## src/sv/rpd_pkg.sv

```systemverilog
// ----------------------------------------------------------------------------
// rpd_pkg
// Shared sizes, codes and types of the response packet deframer.
// ----------------------------------------------------------------------------
package rpd_pkg;

    // Sizing
    localparam int BUFFER_BYTES = 64;
    localparam int TICKS_PER_MS = 3200;
    localparam int BUF_AW       = $clog2(BUFFER_BYTES);
    localparam int IDX_W        = $clog2(BUFFER_BYTES + 1);
    localparam int TMO_W        = 23;
    localparam int CNT_W        = 6;

    // Packet layout
    localparam int HDR_BYTES    = 9;
    localparam int LEN_HI_POS   = 7;
    localparam int LEN_LO_POS   = 8;
    localparam int ACK_POS      = 9;
    localparam int LEN_OVERHEAD = 3;
    localparam int MAX_DATA     = 54;
    localparam int LEN_MAX      = (BUFFER_BYTES - HDR_BYTES < MAX_DATA + LEN_OVERHEAD)
                                  ? (BUFFER_BYTES - HDR_BYTES) : (MAX_DATA + LEN_OVERHEAD);

    // Input item function codes
    localparam logic [1:0] FN_START = 2'd0;
    localparam logic [1:0] FN_BYTE  = 2'd1;
    localparam logic [1:0] FN_TICK  = 2'd2;

    // Result kinds
    localparam logic [1:0] KIND_ACK     = 2'd0;
    localparam logic [1:0] KIND_DATA    = 2'd1;
    localparam logic [1:0] KIND_TIMEOUT = 2'd2;
    localparam logic [1:0] KIND_LENERR  = 2'd3;

    typedef logic [BUF_AW-1:0] t_addr;
    typedef logic [IDX_W-1:0]  t_idx;
    typedef logic [TMO_W-1:0]  t_tmo;
    typedef logic [CNT_W-1:0]  t_cnt;

    // Requests from the receive control to the output sequencer
    typedef struct packed {
        logic       single;
        logic [1:0] single_kind;
        logic       burst;
        t_cnt       ndata;
    } t_evt;

    // Status from the output sequencer
    typedef struct packed {
        logic idle;
        logic out_free;
    } t_seq_sts;

endpackage

```

## src/sv/rpd_pkt_ram.sv

```systemverilog
// ----------------------------------------------------------------------------
// rpd_pkt_ram
// Packet byte buffer: one write port, one read port, registered read data.
// ----------------------------------------------------------------------------
module rpd_pkt_ram (
    input  logic           i_clk,
    input  logic           i_we,
    input  rpd_pkg::t_addr i_waddr,
    input  logic [7:0]     i_wdata,
    input  logic           i_re,
    input  rpd_pkg::t_addr i_raddr,
    output logic [7:0]     o_rdata
);

    logic [7:0] r_mem [rpd_pkg::BUFFER_BYTES];
    logic [7:0] r_rdata;

    // Write a byte
    always_ff @(posedge i_clk) begin
        if (i_we) begin
            r_mem[i_waddr] <= i_wdata;
        end
    end

    // Registered read of a byte
    always_ff @(posedge i_clk) begin
        if (i_re) begin
            r_rdata <= r_mem[i_raddr];
        end
    end

    assign o_rdata = r_rdata;

endmodule

```

## src/sv/rpd_rx_ctrl.sv

```systemverilog
// ----------------------------------------------------------------------------
// rpd_rx_ctrl
// Receive control: arming, idle timeout, byte indexing, length check and
// completion detection. Writes received bytes into the packet buffer.
// ----------------------------------------------------------------------------
module rpd_rx_ctrl (
    input  logic              i_clk,
    input  logic              i_rst_n,
    input  logic              i_valid,
    output logic              o_ready,
    input  logic [1:0]        i_func,
    input  logic [7:0]        i_rx_byte,
    input  logic [10:0]       i_tmo_ms,
    input  rpd_pkg::t_seq_sts i_sts,
    output rpd_pkg::t_evt     o_evt,
    output logic              o_we,
    output rpd_pkg::t_addr    o_waddr,
    output logic [7:0]        o_wdata
);

    localparam rpd_pkg::t_tmo TPM = rpd_pkg::t_tmo'(rpd_pkg::TICKS_PER_MS);

    logic           r_armed, n_armed;
    rpd_pkg::t_idx  r_index, n_index;
    rpd_pkg::t_tmo  r_idle,  n_idle;
    rpd_pkg::t_tmo  r_limit, n_limit;
    logic           r_hdr,   n_hdr;
    logic           r_hi_nz, n_hi_nz;
    rpd_pkg::t_idx  r_total, n_total;
    rpd_pkg::t_cnt  r_ndata, n_ndata;

    logic           accept;
    rpd_pkg::t_tmo  limit_new;
    logic           len_err;

    // Take a beat only when the sequencer is idle and a result can be held
    assign o_ready  = i_sts.idle & i_sts.out_free;
    assign accept   = i_valid & o_ready;

    assign limit_new = rpd_pkg::t_tmo'({12'd0, i_tmo_ms}) * TPM;
    assign len_err   = r_hi_nz || (i_rx_byte < 8'(rpd_pkg::LEN_OVERHEAD))
                       || (i_rx_byte > 8'(rpd_pkg::LEN_MAX));

    assign o_waddr = r_index[rpd_pkg::BUF_AW-1:0];
    assign o_wdata = i_rx_byte;

    // Next state per accepted beat
    always_comb begin
        n_armed = r_armed;
        n_index = r_index;
        n_idle  = r_idle;
        n_limit = r_limit;
        n_hdr   = r_hdr;
        n_hi_nz = r_hi_nz;
        n_total = r_total;
        n_ndata = r_ndata;
        o_evt   = '0;
        o_we    = 1'b0;
        if (accept) begin
            case (i_func)
                rpd_pkg::FN_START: begin
                    n_index = '0;
                    n_idle  = '0;
                    n_limit = limit_new;
                    n_hdr   = 1'b0;
                    if (limit_new == '0) begin
                        n_armed           = 1'b0;
                        o_evt.single      = 1'b1;
                        o_evt.single_kind = rpd_pkg::KIND_TIMEOUT;
                    end else begin
                        n_armed = 1'b1;
                    end
                end
                rpd_pkg::FN_TICK: begin
                    if (r_armed) begin
                        if (r_idle != '1) begin
                            n_idle = r_idle + 1'b1;
                        end
                        if (n_idle >= r_limit) begin
                            n_armed           = 1'b0;
                            o_evt.single      = 1'b1;
                            o_evt.single_kind = rpd_pkg::KIND_TIMEOUT;
                        end
                    end
                end
                rpd_pkg::FN_BYTE: begin
                    if (r_armed) begin
                        n_idle = '0;
                        if (r_index < rpd_pkg::t_idx'(rpd_pkg::BUFFER_BYTES)) begin
                            o_we    = 1'b1;
                            n_index = r_index + 1'b1;
                        end
                        if (r_index == rpd_pkg::t_idx'(rpd_pkg::LEN_HI_POS)) begin
                            n_hi_nz = (i_rx_byte != 8'd0);
                        end
                        // Check the length on the last header byte
                        if (r_index == rpd_pkg::t_idx'(rpd_pkg::LEN_LO_POS)) begin
                            if (len_err) begin
                                n_armed           = 1'b0;
                                o_evt.single      = 1'b1;
                                o_evt.single_kind = rpd_pkg::KIND_LENERR;
                            end else begin
                                n_hdr   = 1'b1;
                                n_total = rpd_pkg::t_idx'(rpd_pkg::HDR_BYTES)
                                          + rpd_pkg::t_idx'(i_rx_byte);
                                n_ndata = rpd_pkg::t_cnt'(i_rx_byte
                                          - 8'(rpd_pkg::LEN_OVERHEAD));
                            end
                        end
                        // Hand the full packet to the sequencer
                        if (r_hdr && (n_index == r_total)) begin
                            n_armed     = 1'b0;
                            o_evt.burst = 1'b1;
                            o_evt.ndata = r_ndata;
                        end
                    end
                end
                default: begin
                end
            endcase
        end
    end

    // Control registers
    always_ff @(posedge i_clk) begin
        if (!i_rst_n) begin
            r_armed <= 1'b0;
            r_index <= '0;
            r_idle  <= '0;
            r_limit <= '0;
            r_hdr   <= 1'b0;
        end else begin
            r_armed <= n_armed;
            r_index <= n_index;
            r_idle  <= n_idle;
            r_limit <= n_limit;
            r_hdr   <= n_hdr;
        end
    end

    // Length fields
    always_ff @(posedge i_clk) begin
        r_hi_nz <= n_hi_nz;
        r_total <= n_total;
        r_ndata <= n_ndata;
    end

endmodule

```

## src/sv/rpd_out_seq.sv

```systemverilog
// ----------------------------------------------------------------------------
// rpd_out_seq
// Output sequencer: holds each single result, or the acknowledge code and
// data bytes read out of the packet buffer, in the output register.
// ----------------------------------------------------------------------------
module rpd_out_seq (
    input  logic              i_clk,
    input  logic              i_rst_n,
    input  rpd_pkg::t_evt     i_evt,
    output rpd_pkg::t_seq_sts o_sts,
    output logic              o_re,
    output rpd_pkg::t_addr    o_raddr,
    input  logic [7:0]        i_rdata,
    output logic              o_valid,
    input  logic              i_ready,
    output logic [1:0]        o_kind,
    output logic [7:0]        o_value,
    output rpd_pkg::t_cnt     o_count,
    output logic              o_last
);

    localparam logic [1:0] S_IDLE = 2'd0;
    localparam logic [1:0] S_READ = 2'd1;
    localparam logic [1:0] S_LOAD = 2'd2;

    logic [1:0]     r_state, n_state;
    logic           r_out_valid, n_out_valid;
    rpd_pkg::t_cnt  r_left, n_left;
    rpd_pkg::t_cnt  r_ndata, n_ndata;
    rpd_pkg::t_addr r_addr, n_addr;
    logic           r_first, n_first;
    logic [1:0]     r_kind, n_kind;
    logic [7:0]     r_value, n_value;
    rpd_pkg::t_cnt  r_count, n_count;
    logic           r_last, n_last;
    logic           out_free;

    assign out_free       = !r_out_valid || i_ready;
    assign o_sts.idle     = (r_state == S_IDLE);
    assign o_sts.out_free = out_free;
    assign o_raddr        = r_addr;

    // Sequence results
    always_comb begin
        n_state     = r_state;
        n_out_valid = r_out_valid && !i_ready;
        n_left      = r_left;
        n_ndata     = r_ndata;
        n_addr      = r_addr;
        n_first     = r_first;
        n_kind      = r_kind;
        n_value     = r_value;
        n_count     = r_count;
        n_last      = r_last;
        o_re        = 1'b0;
        case (r_state)
            S_IDLE: begin
                if (i_evt.single) begin
                    n_out_valid = 1'b1;
                    n_kind      = i_evt.single_kind;
                    n_value     = 8'd0;
                    n_count     = '0;
                    n_last      = 1'b1;
                end
                if (i_evt.burst) begin
                    n_left  = i_evt.ndata + 1'b1;
                    n_ndata = i_evt.ndata;
                    n_addr  = rpd_pkg::t_addr'(rpd_pkg::ACK_POS);
                    n_first = 1'b1;
                    n_state = S_READ;
                end
            end
            S_READ: begin
                // Issue the read once the output register frees up
                if (out_free) begin
                    o_re    = 1'b1;
                    n_addr  = r_addr + 1'b1;
                    n_state = S_LOAD;
                end
            end
            S_LOAD: begin
                n_out_valid = 1'b1;
                n_kind      = r_first ? rpd_pkg::KIND_ACK : rpd_pkg::KIND_DATA;
                n_value     = i_rdata;
                n_count     = r_first ? r_ndata : '0;
                n_last      = (r_left == rpd_pkg::t_cnt'(1));
                n_left      = r_left - 1'b1;
                n_first     = 1'b0;
                n_state     = (r_left == rpd_pkg::t_cnt'(1)) ? S_IDLE : S_READ;
            end
            default: begin
                n_state = S_IDLE;
            end
        endcase
    end

    // Control registers
    always_ff @(posedge i_clk) begin
        if (!i_rst_n) begin
            r_state     <= S_IDLE;
            r_out_valid <= 1'b0;
            r_left      <= '0;
            r_first     <= 1'b0;
        end else begin
            r_state     <= n_state;
            r_out_valid <= n_out_valid;
            r_left      <= n_left;
            r_first     <= n_first;
        end
    end

    // Payload registers
    always_ff @(posedge i_clk) begin
        r_ndata <= n_ndata;
        r_addr  <= n_addr;
        r_kind  <= n_kind;
        r_value <= n_value;
        r_count <= n_count;
        r_last  <= n_last;
    end

    assign o_valid = r_out_valid;
    assign o_kind  = r_kind;
    assign o_value = r_value;
    assign o_count = r_count;
    assign o_last  = r_last;

    // A load never overwrites a result still waiting
    a_load_free: assert property (@(posedge i_clk) disable iff (!i_rst_n)
        (r_state == S_LOAD) |-> !r_out_valid)
        else $error("output register busy on load");

    // Requests arrive only while idle with room for a result
    a_evt_idle: assert property (@(posedge i_clk) disable iff (!i_rst_n)
        (i_evt.single || i_evt.burst) |-> ((r_state == S_IDLE) && out_free))
        else $error("request while sequencer busy");

    // A burst always has results left to read
    a_left_nz: assert property (@(posedge i_clk) disable iff (!i_rst_n)
        (r_state == S_READ) |-> (r_left != '0))
        else $error("read with no results left");

    // The first burst result is the acknowledge code
    a_ack_first: assert property (@(posedge i_clk) disable iff (!i_rst_n)
        ((r_state == S_LOAD) && r_first) |=> (r_kind == rpd_pkg::KIND_ACK))
        else $error("burst did not open with acknowledge");

endmodule

```

## src/sv/response_packet_deframer_core.sv

```systemverilog
// ----------------------------------------------------------------------------
// response_packet_deframer_core
// Acknowledge packet deframer with idle timeout and length check.
// ----------------------------------------------------------------------------
// Takes one input beat per cycle while receiving and while the output
// register is free: a start beat arms the block with a timeout of
// tmo_ms * TICKS_PER_MS idle ticks, byte beats are stored in a packet
// buffer and idle ticks count toward the timeout. A timeout or a length
// error result is loaded into the output register at the edge that accepts
// its beat. When the last byte of a packet arrives, the input is held off
// while the acknowledge code and its data bytes stream out: each of these
// ndata + 1 results waits for a free output register, then takes one
// buffer read and one output load. The buffer needs no clearing after reset.
// ----------------------------------------------------------------------------
module response_packet_deframer_core (
    input  logic        i_clk,
    input  logic        i_rst_n,
    input  logic        i_s_tvalid,
    output logic        o_s_tready,
    input  logic [23:0] i_s_tdata,   // [7:0] rx_byte, [18:8] tmo_ms, rest zero
    input  logic [1:0]  i_s_tuser,   // [1:0] func
    output logic        o_m_tvalid,
    input  logic        i_m_tready,
    output logic [15:0] o_m_tdata,   // [7:0] value, [13:8] data_count, rest zero
    output logic [1:0]  o_m_tuser,   // [1:0] kind
    output logic        o_m_tlast
);

    rpd_pkg::t_evt     evt;
    rpd_pkg::t_seq_sts sts;
    logic              we;
    rpd_pkg::t_addr    waddr;
    logic [7:0]        wdata;
    logic              re;
    rpd_pkg::t_addr    raddr;
    logic [7:0]        rdata;
    logic [7:0]        value;
    rpd_pkg::t_cnt     count;

    // Receive control
    rpd_rx_ctrl u_rx_ctrl (
        .i_clk        (i_clk),
        .i_rst_n      (i_rst_n),
        .i_valid      (i_s_tvalid),
        .o_ready      (o_s_tready),
        .i_func       (i_s_tuser),
        .i_rx_byte    (i_s_tdata[7:0]),
        .i_tmo_ms     (i_s_tdata[18:8]),
        .i_sts        (sts),
        .o_evt        (evt),
        .o_we         (we),
        .o_waddr      (waddr),
        .o_wdata      (wdata)
    );

    // Packet buffer
    rpd_pkt_ram u_pkt_ram (
        .i_clk   (i_clk),
        .i_we    (we),
        .i_waddr (waddr),
        .i_wdata (wdata),
        .i_re    (re),
        .i_raddr (raddr),
        .o_rdata (rdata)
    );

    // Output sequencer
    rpd_out_seq u_out_seq (
        .i_clk   (i_clk),
        .i_rst_n (i_rst_n),
        .i_evt   (evt),
        .o_sts   (sts),
        .o_re    (re),
        .o_raddr (raddr),
        .i_rdata (rdata),
        .o_valid (o_m_tvalid),
        .i_ready (i_m_tready),
        .o_kind  (o_m_tuser),
        .o_value (value),
        .o_count (count),
        .o_last  (o_m_tlast)
    );

    // Pack the result beat
    assign o_m_tdata = {2'b00, count, value};

endmodule
```

## config.mk

```make
export PLATFORM = sky130hd
export DESIGN_NAME = response_packet_deframer_core
export DESIGN_NICKNAME = d
export VERILOG_FILES = /design/src/sv/rpd_pkg.sv /design/src/sv/rpd_pkt_ram.sv /design/src/sv/rpd_rx_ctrl.sv /design/src/sv/rpd_out_seq.sv /design/src/sv/response_packet_deframer_core.sv
export SDC_FILE = /design/constraint.sdc
export NUM_CORES = 1
export LEC_CHECK = 0
export BUFFER_PORTS_ARGS = -buffer_cell sky130_fd_sc_hd__buf_2
export CORE_ASPECT_RATIO = 0.75
export CORE_MARGIN = 4
export CORE_UTILIZATION = 40
export CTS_CLUSTER_DIAMETER = 100
export DETAILED_ROUTE_END_ITERATION = 8
export HOLD_SLACK_MARGIN = 0.12
export SYNTH_ARGS = -nofsm -noshare
export SYNTH_HDL_FRONTEND = slang
export SYNTH_SLANG_ARGS = --single-unit
export TNS_END_PERCENT = 30
```

## constraint.sdc

```tcl
create_clock -name i_clk -period 9.2 [get_ports i_clk]
set_input_delay 0.92 -clock i_clk [delete_from_list [all_inputs] [get_ports i_clk]]
set_output_delay 0.92 -clock i_clk [all_outputs]
set_load 0.02 [all_outputs]
```

Word level (Yosys, flattened, before mapping)
Memories as Yosys holds them, arrays and structs flattened. A register that Yosys moved wholly into a read port is not among the register bits.
Cells that the tools add are included.
Widths: inputs -> output; s select.
{"block": "op_classes", "addsub": 7, "mul": 1, "order_cmp": 4, "eq_ne": 16, "mux": 66, "bitwise": 3, "n_reduce_logical": 27}
{"cell": "$mux 23", "count": 6}
{"cell": "$pmux 23 s3", "count": 1}
{"cell": "$mux 7", "count": 7}
{"cell": "$pmux 6 s2", "count": 3}
{"cell": "$mux 6", "count": 5}
{"cell": "$add 23x1->23 const B", "count": 1}
{"cell": "$ge 23x23->1", "count": 1}
{"cell": "$logic_not 23->1", "count": 1}
{"cell": "$mux 1", "count": 23}
{"cell": "$ne 23x23->1 const B", "count": 1}
{"cell": "$mux 10", "count": 2}
{"cell": "$mul 11x5->16 const B", "count": 1}
{"cell": "$pmux 8 s2", "count": 1}
{"cell": "$mux 3", "count": 5}
{"cell": "$pmux 7 s2", "count": 1}
{"cell": "$add 6x1->6 const B", "count": 2}
{"cell": "$reduce_and 2->1", "count": 6}
{"cell": "$reduce_and 5->1", "count": 2}
{"cell": "$pmux 3 s3", "count": 1}
{"cell": "$gt 8x6->1 const B", "count": 1}
{"cell": "$lt 8x2->1 const B", "count": 1}
{"cell": "$mux 8", "count": 1}
{"cell": "$ne 2x1->1 const B", "count": 4}
{"cell": "$pmux 1 s2", "count": 4}
{"cell": "other kinds (27)", "count": 43}
{"block": "totals", "ff_bits": 101, "ramBits": 512, "in_bits": 30, "out_inout_bits": 21, "word_cells": 143, "mem_count": 1}
{"name": "u_pkt_ram.r_mem", "depth": 64, "width": 8, "read_ports": 1, "rd_ports_with_merged_regs": 1, "wr": 1, "line": "rpd_pkt_ram.sv:15", "rtl": "logic [7:0] r_mem [rpd_pkg::BUFFER_BYTES];"}

Longest topological paths before layout
{"block": "depth", "depth_word": 14, "depth_mapped": 17, "ltp_nobuf": 17}

Hierarchy
A second synthesis with hierarchy kept.
{"block": "hier_totals", "hier_cells": 1694, "area_unflattened_um2": 27010.9}
{"module": "rpd_pkt_ram", "n_inst": 1, "cells_each": 940, "area_per_inst_um2": 20246.9, "seq_area_each_um2": 15615.0}
{"module": "rpd_rx_ctrl", "n_inst": 1, "cells_each": 606, "area_per_inst_um2": 5006.1, "seq_area_each_um2": 1321.3}
{"module": "rpd_out_seq", "n_inst": 1, "cells_each": 145, "area_per_inst_um2": 1739.2, "seq_area_each_um2": 1071.0}
{"module": "response_packet_deframer_core", "n_inst": 1, "cells_each": 3, "area_per_inst_um2": 18.8, "seq_area_each_um2": 0.0}

Worst setup path before layout
No wires, ideal clock.
{"block": "synth_timing", "kind": "input to register", "startpoint": "input i_s_tdata[12]", "endpoint": "register u_out_seq.r_count[0], in the netlist u_out_seq.o_count[0], enable pin", "setup_ns": 0.376, "arrival_ns": 4.039, "required_time_ns": 8.824, "slack_ns": 4.785, "cell_stages": 13, "path_buffers": 0, "cell_sequence": "ha_1 ha_1 inv_1 fa_1 inv_1 ha_1 nand3_1 o211a_1 a21o_1 a211oi_1 nand4_1 nor3_1 a221o_1"}
{"block": "synth_via", "elab_chain_cells": 7}
{"item": "start: declaration", "line": "response_packet_deframer_core.sv:20", "rtl": "input logic [23:0] i_s_tdata,"}
{"item": "$mul 11x5->16", "line": "rpd_rx_ctrl.sv:40", "rtl": "assign limit_new = rpd_pkg::t_tmo'({12'd0, i_tmo_ms}) * TPM;"}
{"item": "$logic_not 23->1", "line": "rpd_rx_ctrl.sv:66", "rtl": "if (limit_new == '0) begin"}
{"item": "$mux 3", "line": "rpd_rx_ctrl.sv:66"}
{"item": "$pmux 3 s3", "line": "rpd_rx_ctrl.sv:60", "rtl": "case (i_func)"}
{"item": "$mux 10", "line": "rpd_rx_ctrl.sv:59", "rtl": "if (accept) begin"}
{"item": "$ne 2x2->1 (no line)"}
{"item": "$reduce_and 2->1 (no line)"}
{"item": "end signal: assignment", "line": "rpd_out_seq.sv:118", "rtl": "r_count <= n_count;"}
{"item": "end: declaration", "line": "rpd_out_seq.sv:34", "rtl": "rpd_pkg::t_cnt r_count, n_count;"}
No other way between the ends.
A chain may end at the register's enable or synchronous reset.

Worst setup path after layout
{"block": "layout_timing", "startpoint": "register u_rx_ctrl.r_idle[0]", "endpoint": "register u_out_seq.r_out_valid, in the netlist u_out_seq.o_valid"}
{"block": "layout_via", "elab_chain_cells": 12, "word_cells_on_any_way": 13, "cone_classes": "add/sub (1); order compare (1); eq/ne (1); mux (10)"}
{"item": "start: declaration", "line": "rpd_rx_ctrl.sv:25", "rtl": "rpd_pkg::t_tmo r_idle, n_idle;"}
{"item": "start signal: assignment", "line": "rpd_rx_ctrl.sv:135", "rtl": "r_idle <= n_idle;"}
{"item": "$add 23x1->23 / $ne 23x23->1 (equally long branches)", "line": "rpd_rx_ctrl.sv:77, rpd_rx_ctrl.sv:76"}
{"item": "$mux 23 *", "line": "rpd_rx_ctrl.sv:76", "rtl": "if (r_idle != '1) begin"}
{"item": "$mux 23 *", "line": "rpd_rx_ctrl.sv:75", "rtl": "if (r_armed) begin"}
{"item": "$mux 23 *", "line": "rpd_rx_ctrl.sv:60"}
{"item": "$mux 23 *", "line": "rpd_rx_ctrl.sv:59"}
{"item": "$ge 23x23->1 *", "line": "rpd_rx_ctrl.sv:79", "rtl": "if (n_idle >= r_limit) begin"}
{"item": "$mux 3 *", "line": "rpd_rx_ctrl.sv:79"}
{"item": "$mux 3 *", "line": "rpd_rx_ctrl.sv:75"}
{"item": "$pmux 3 s3 *", "line": "rpd_rx_ctrl.sv:60"}
{"item": "$mux 10 *", "line": "rpd_rx_ctrl.sv:59"}
{"item": "$mux 1 *", "line": "rpd_out_seq.sv:58", "rtl": "if (i_evt.single) begin"}
{"item": "$pmux 1 s2 *", "line": "rpd_out_seq.sv:56", "rtl": "case (r_state)"}
{"item": "end signal: assignment", "line": "rpd_out_seq.sv:106", "rtl": "r_out_valid <= n_out_valid;"}
{"item": "end: declaration", "line": "rpd_out_seq.sv:27", "rtl": "logic r_out_valid, n_out_valid;"}
Mark *: on every way between the ends. The rest lies on a longest branch, timed or not. The select of a mux whose other input is x is not followed.

==> metrics.md <==
| Metric | Value |
|---|---|
| MaxCap Viol Count | `0` |
| DP HPWL | `37170 µm` |
| Grt ovf | `0` |
| Yosys reg bits | `619` |
| Share of layout cells above drive strength 1 | `19.30%` |
| Leakage power | `9.450 nW` |
| Setup TNS Final | `0 ns` |
| Initial Util | `40.49%` |
| CP Launch Type | `flop` |
| CTS buffer count | `59` |
| Antenna violations before repair | `1` |
| Slowest stage delay, CP | `0.67 ns` |
| Synth top area share | `63.75%` |
| Die H | `230.6 µm` |
| Final #Nets | `1710` |
| Largest net degree at the start of global routing | `131` |
| Port bufs | `43` |
| Die ar. | `0.07029 mm²` |
| Post_cts resized | `0` |
| Mean Syn Cell Area | `17.03 µm²` |
| Hold_buf cts | `0` |
| CP Data Required Time | `9.71 ns` |
| Leading register cell type out of synthesis | `edfxtp_1` |
| Vias | `14120` |
| Detailed-route wire length | `59260 µm` |
| Hold WC Path Type | `flop to flop` |
| FF+latch area | `0.01801 mm²` |
| Register area share after synthesis | `68.14%` |
| Global Route Usage Sum | `16.74%` |
| Min Tclk post-route | `5.221 ns` |
| RSZ-0062 raised after global routing | `no` |
| Yosys cell types | `71` |
| Pre-CTS setup slack | `3.896 ns` |
| Peak VDD IR | `156.3 µV` |
| Gate Count Post-Synth | `1552` |
| Slew Limit Fails | `0` |
| Fillers | `5644` |
| Top cell type by total area after synthesis | `edfxtp_1` |
| Synth top area cells | `edfxtp_1 64%, mux4_2 14%, dfxtp_1 4.4%, ha_1 3.2%, nor2_1 2.0%` |
| Setup violators final | `0` |
| Clock Tree Buf Depth | `3` |
| Measured slew at the worst slew-check pin | `1.110 ns` |
| Clk pin slew, worst setup/hold paths | `0.06 ns` |
| Slowest CP cell | `a221o_1` |
| DRC viols | `0` |
| Die width | `304.8 µm` |
| Final period util | `56.75%` |
| Drt initial violations | `1248` |
| PnR worst setup slack | `3.979 ns` |
| Async S/R FF share, synth | `0%` |
| CTS sink count | `619` |
| Clk Latency, worst-skew pair | `0.62 ns` |
| Num rows | `81` |
| PwrDens | `191.4 mW/mm²` |
| Final Hold Fails | `0` |
| Cell area after placement | `0.02757 mm²` |
| Max Freq | `0.1915 GHz` |
| I/O pin total | `51` |
| Wire per inst | `23.48 µm` |
| Layout area overhead | `11.14%` |
| Vias in the first global route | `13590` |
| Synth Cell Area | `0.02643 mm²` |
| Multi-input combinational cell area | `0.007891 mm²` |
| Status | `completed` |
| CTS tree | `done` |
| H-tree Lvls | `2` |
| Clk_skew | `0.02471 ns` |
| WS Path Type | `flop to flop` |
| Max_slew headroom | `25.73%` |
| Crit-path cells | `ha_1 -> nand3_1 -> nor4_2 -> a211oi_2 -> nand3_1 -> nor2_1 -> and3_1 -> xor2_1 -> ha_1 -> a21oi_1 -> nand2_1 -> a221oi_1 -> o21ai_0 -> a31oi_1 -> o22ai_1 -> a221o_1 -> o21a_1` |
| Worst-path fanout max | `18` |
| Critical Path AT | `5.74 ns` |
| Cell area after layout | `0.02937 mm²` |
| Core area | `0.06527 mm²` |
| Crit end category | `flop` |
| N_diodes | `0` |
| DRT Pass-1 Iters | `5` |
| Vias per std cell | `5.593` |
| GP Congestion | `0.8012` |
| Ys Warns | `0` |
| First-pass GRT wire length | `89050 µm` |
| EDFF count, synth | `561` |
| DRT antenna net count | `0` |
| Post-CTS setup repair buffer count | `0` |
| CTS root buf | `clkbuf_16` |
## routing by layer
layer	GRT usage, %	part of all wire (%)	vias to the layer above
met1	26.51	47	7368
li1	-	-	6236
met3	3.274	7.6	68
met4	3.030	1.2	0
met2	24.27	44	444
met5	0	0	-
## final timing paths
path                             start                    to  slack [ns]  cells past startpoint
setup / recovery   u_rx_ctrl.r_idle[0]     u_out_seq.o_valid        3.98                     17
hold / removal    u_rx_ctrl.r_limit[8]  u_rx_ctrl.r_limit[8]        0.46                      2
setup reg to reg   u_rx_ctrl.r_idle[0]     u_out_seq.o_valid        3.98                     17
hold reg to reg   u_rx_ctrl.r_limit[8]  u_rx_ctrl.r_limit[8]        0.46                      2
## logic make-up (layout without fill, tap and decap cells)
kind of cell             after synthesis  in the layout  share of synthesized area, %
flip-flops                           619            619                         68.14
other                                  1              2                       0.01419
AND/OR/NAND/NOR                      361            361                         6.434
multiplexers                         174            174                         14.55
adder cells (fa/ha/maj)               74             74                         3.674
buffers and inverters                126            226                         2.012
XOR/XNOR                              48             48                         1.591
AO/OA/AOI/OAI                        149            149                         3.584
## power breakdown
group / internal [W] / switching, W / total, W
clock: 0.00129 / 0.00102 / 0.00231
sequential: 0.00307 / 0.00000356 / 0.00307
combinational: 0.0000818 / 0.000163 / 0.000244
## synth_stat cells (8+ instances only)
library cell  instances
dfxtp_1              58
xnor2_1              26
a21oi_1              56
ha_1                 68
nor3_1               26
nand3_1              29
inv_1                54
buf_4                11
nor2_1              144
a31oi_1               8
mux4_2              168
clkbuf_1             43
and2_1               21
o21ai_1               9
buf_2                 8
and3_1               11
nand2_1              73
nand4_1              13
xor2_1               22
edfxtp_1            561
o21ai_0              15
## registers in the layout (all words and copies together) (netlist names), 5 cells and up
signal / count
u_pkt_ram.r_mem: 512
u_out_seq.o_raddr: 6
u_out_seq.r_ndata: 6
u_rx_ctrl.r_total: 5
u_out_seq.o_value: 8
u_out_seq.o_count: 6
u_rx_ctrl.r_idle: 23
u_out_seq.r_left: 6
u_pkt_ram.o_rdata: 8
u_rx_ctrl.r_ndata: 6
u_rx_ctrl.r_limit: 16
u_rx_ctrl.r_index: 7
## layout by cell type, fill, tap and decap left out, types with 29 or more instances in the layout
cell type    n
inv_1       54
ha_1        68
a21oi_1     56
mux4_2     168
nor2_1     144
dfxtp_1     58
edfxtp_1   561
nand2_1     73
clkbuf_16   59
nand3_1     29
buf_2       43
## worst max-delay path: cells and delay by family, from the launching register on
family          cells  cell delay, ns
simple gates        6            1.28
fa+ha+maj           2            0.60
flops               1            0.37
compound gates      8            2.63
xor+xnor            1            0.25
## through the flow
step	utilization, %	std cells	hold WS, ns	power [W]
after floorplan	-	1553	0.4363	0.003279
after global placement	42.24	2416	0.4501	0.003367
after detailed placement	42.24	2416	0.4515	0.003374
after CTS	45.00	2524	0.4599	0.005670
after global routing	45.00	2524	0.4848	0.005831
final	45.00	2524	0.4589	0.005620
## layout make-up
cell class                      instances  area share [%]
Inverter                               56          0.7157
Sequential cell                       619           61.31
Clock buffer                           77           5.257
Multi-Input combinational cell        808           26.87
Tap cell                              871           3.711
Clock inverter                         31          0.8776
Timing Repair Buffer                   62           1.261
No activity file was read; power rests on OpenSTA's default activity.
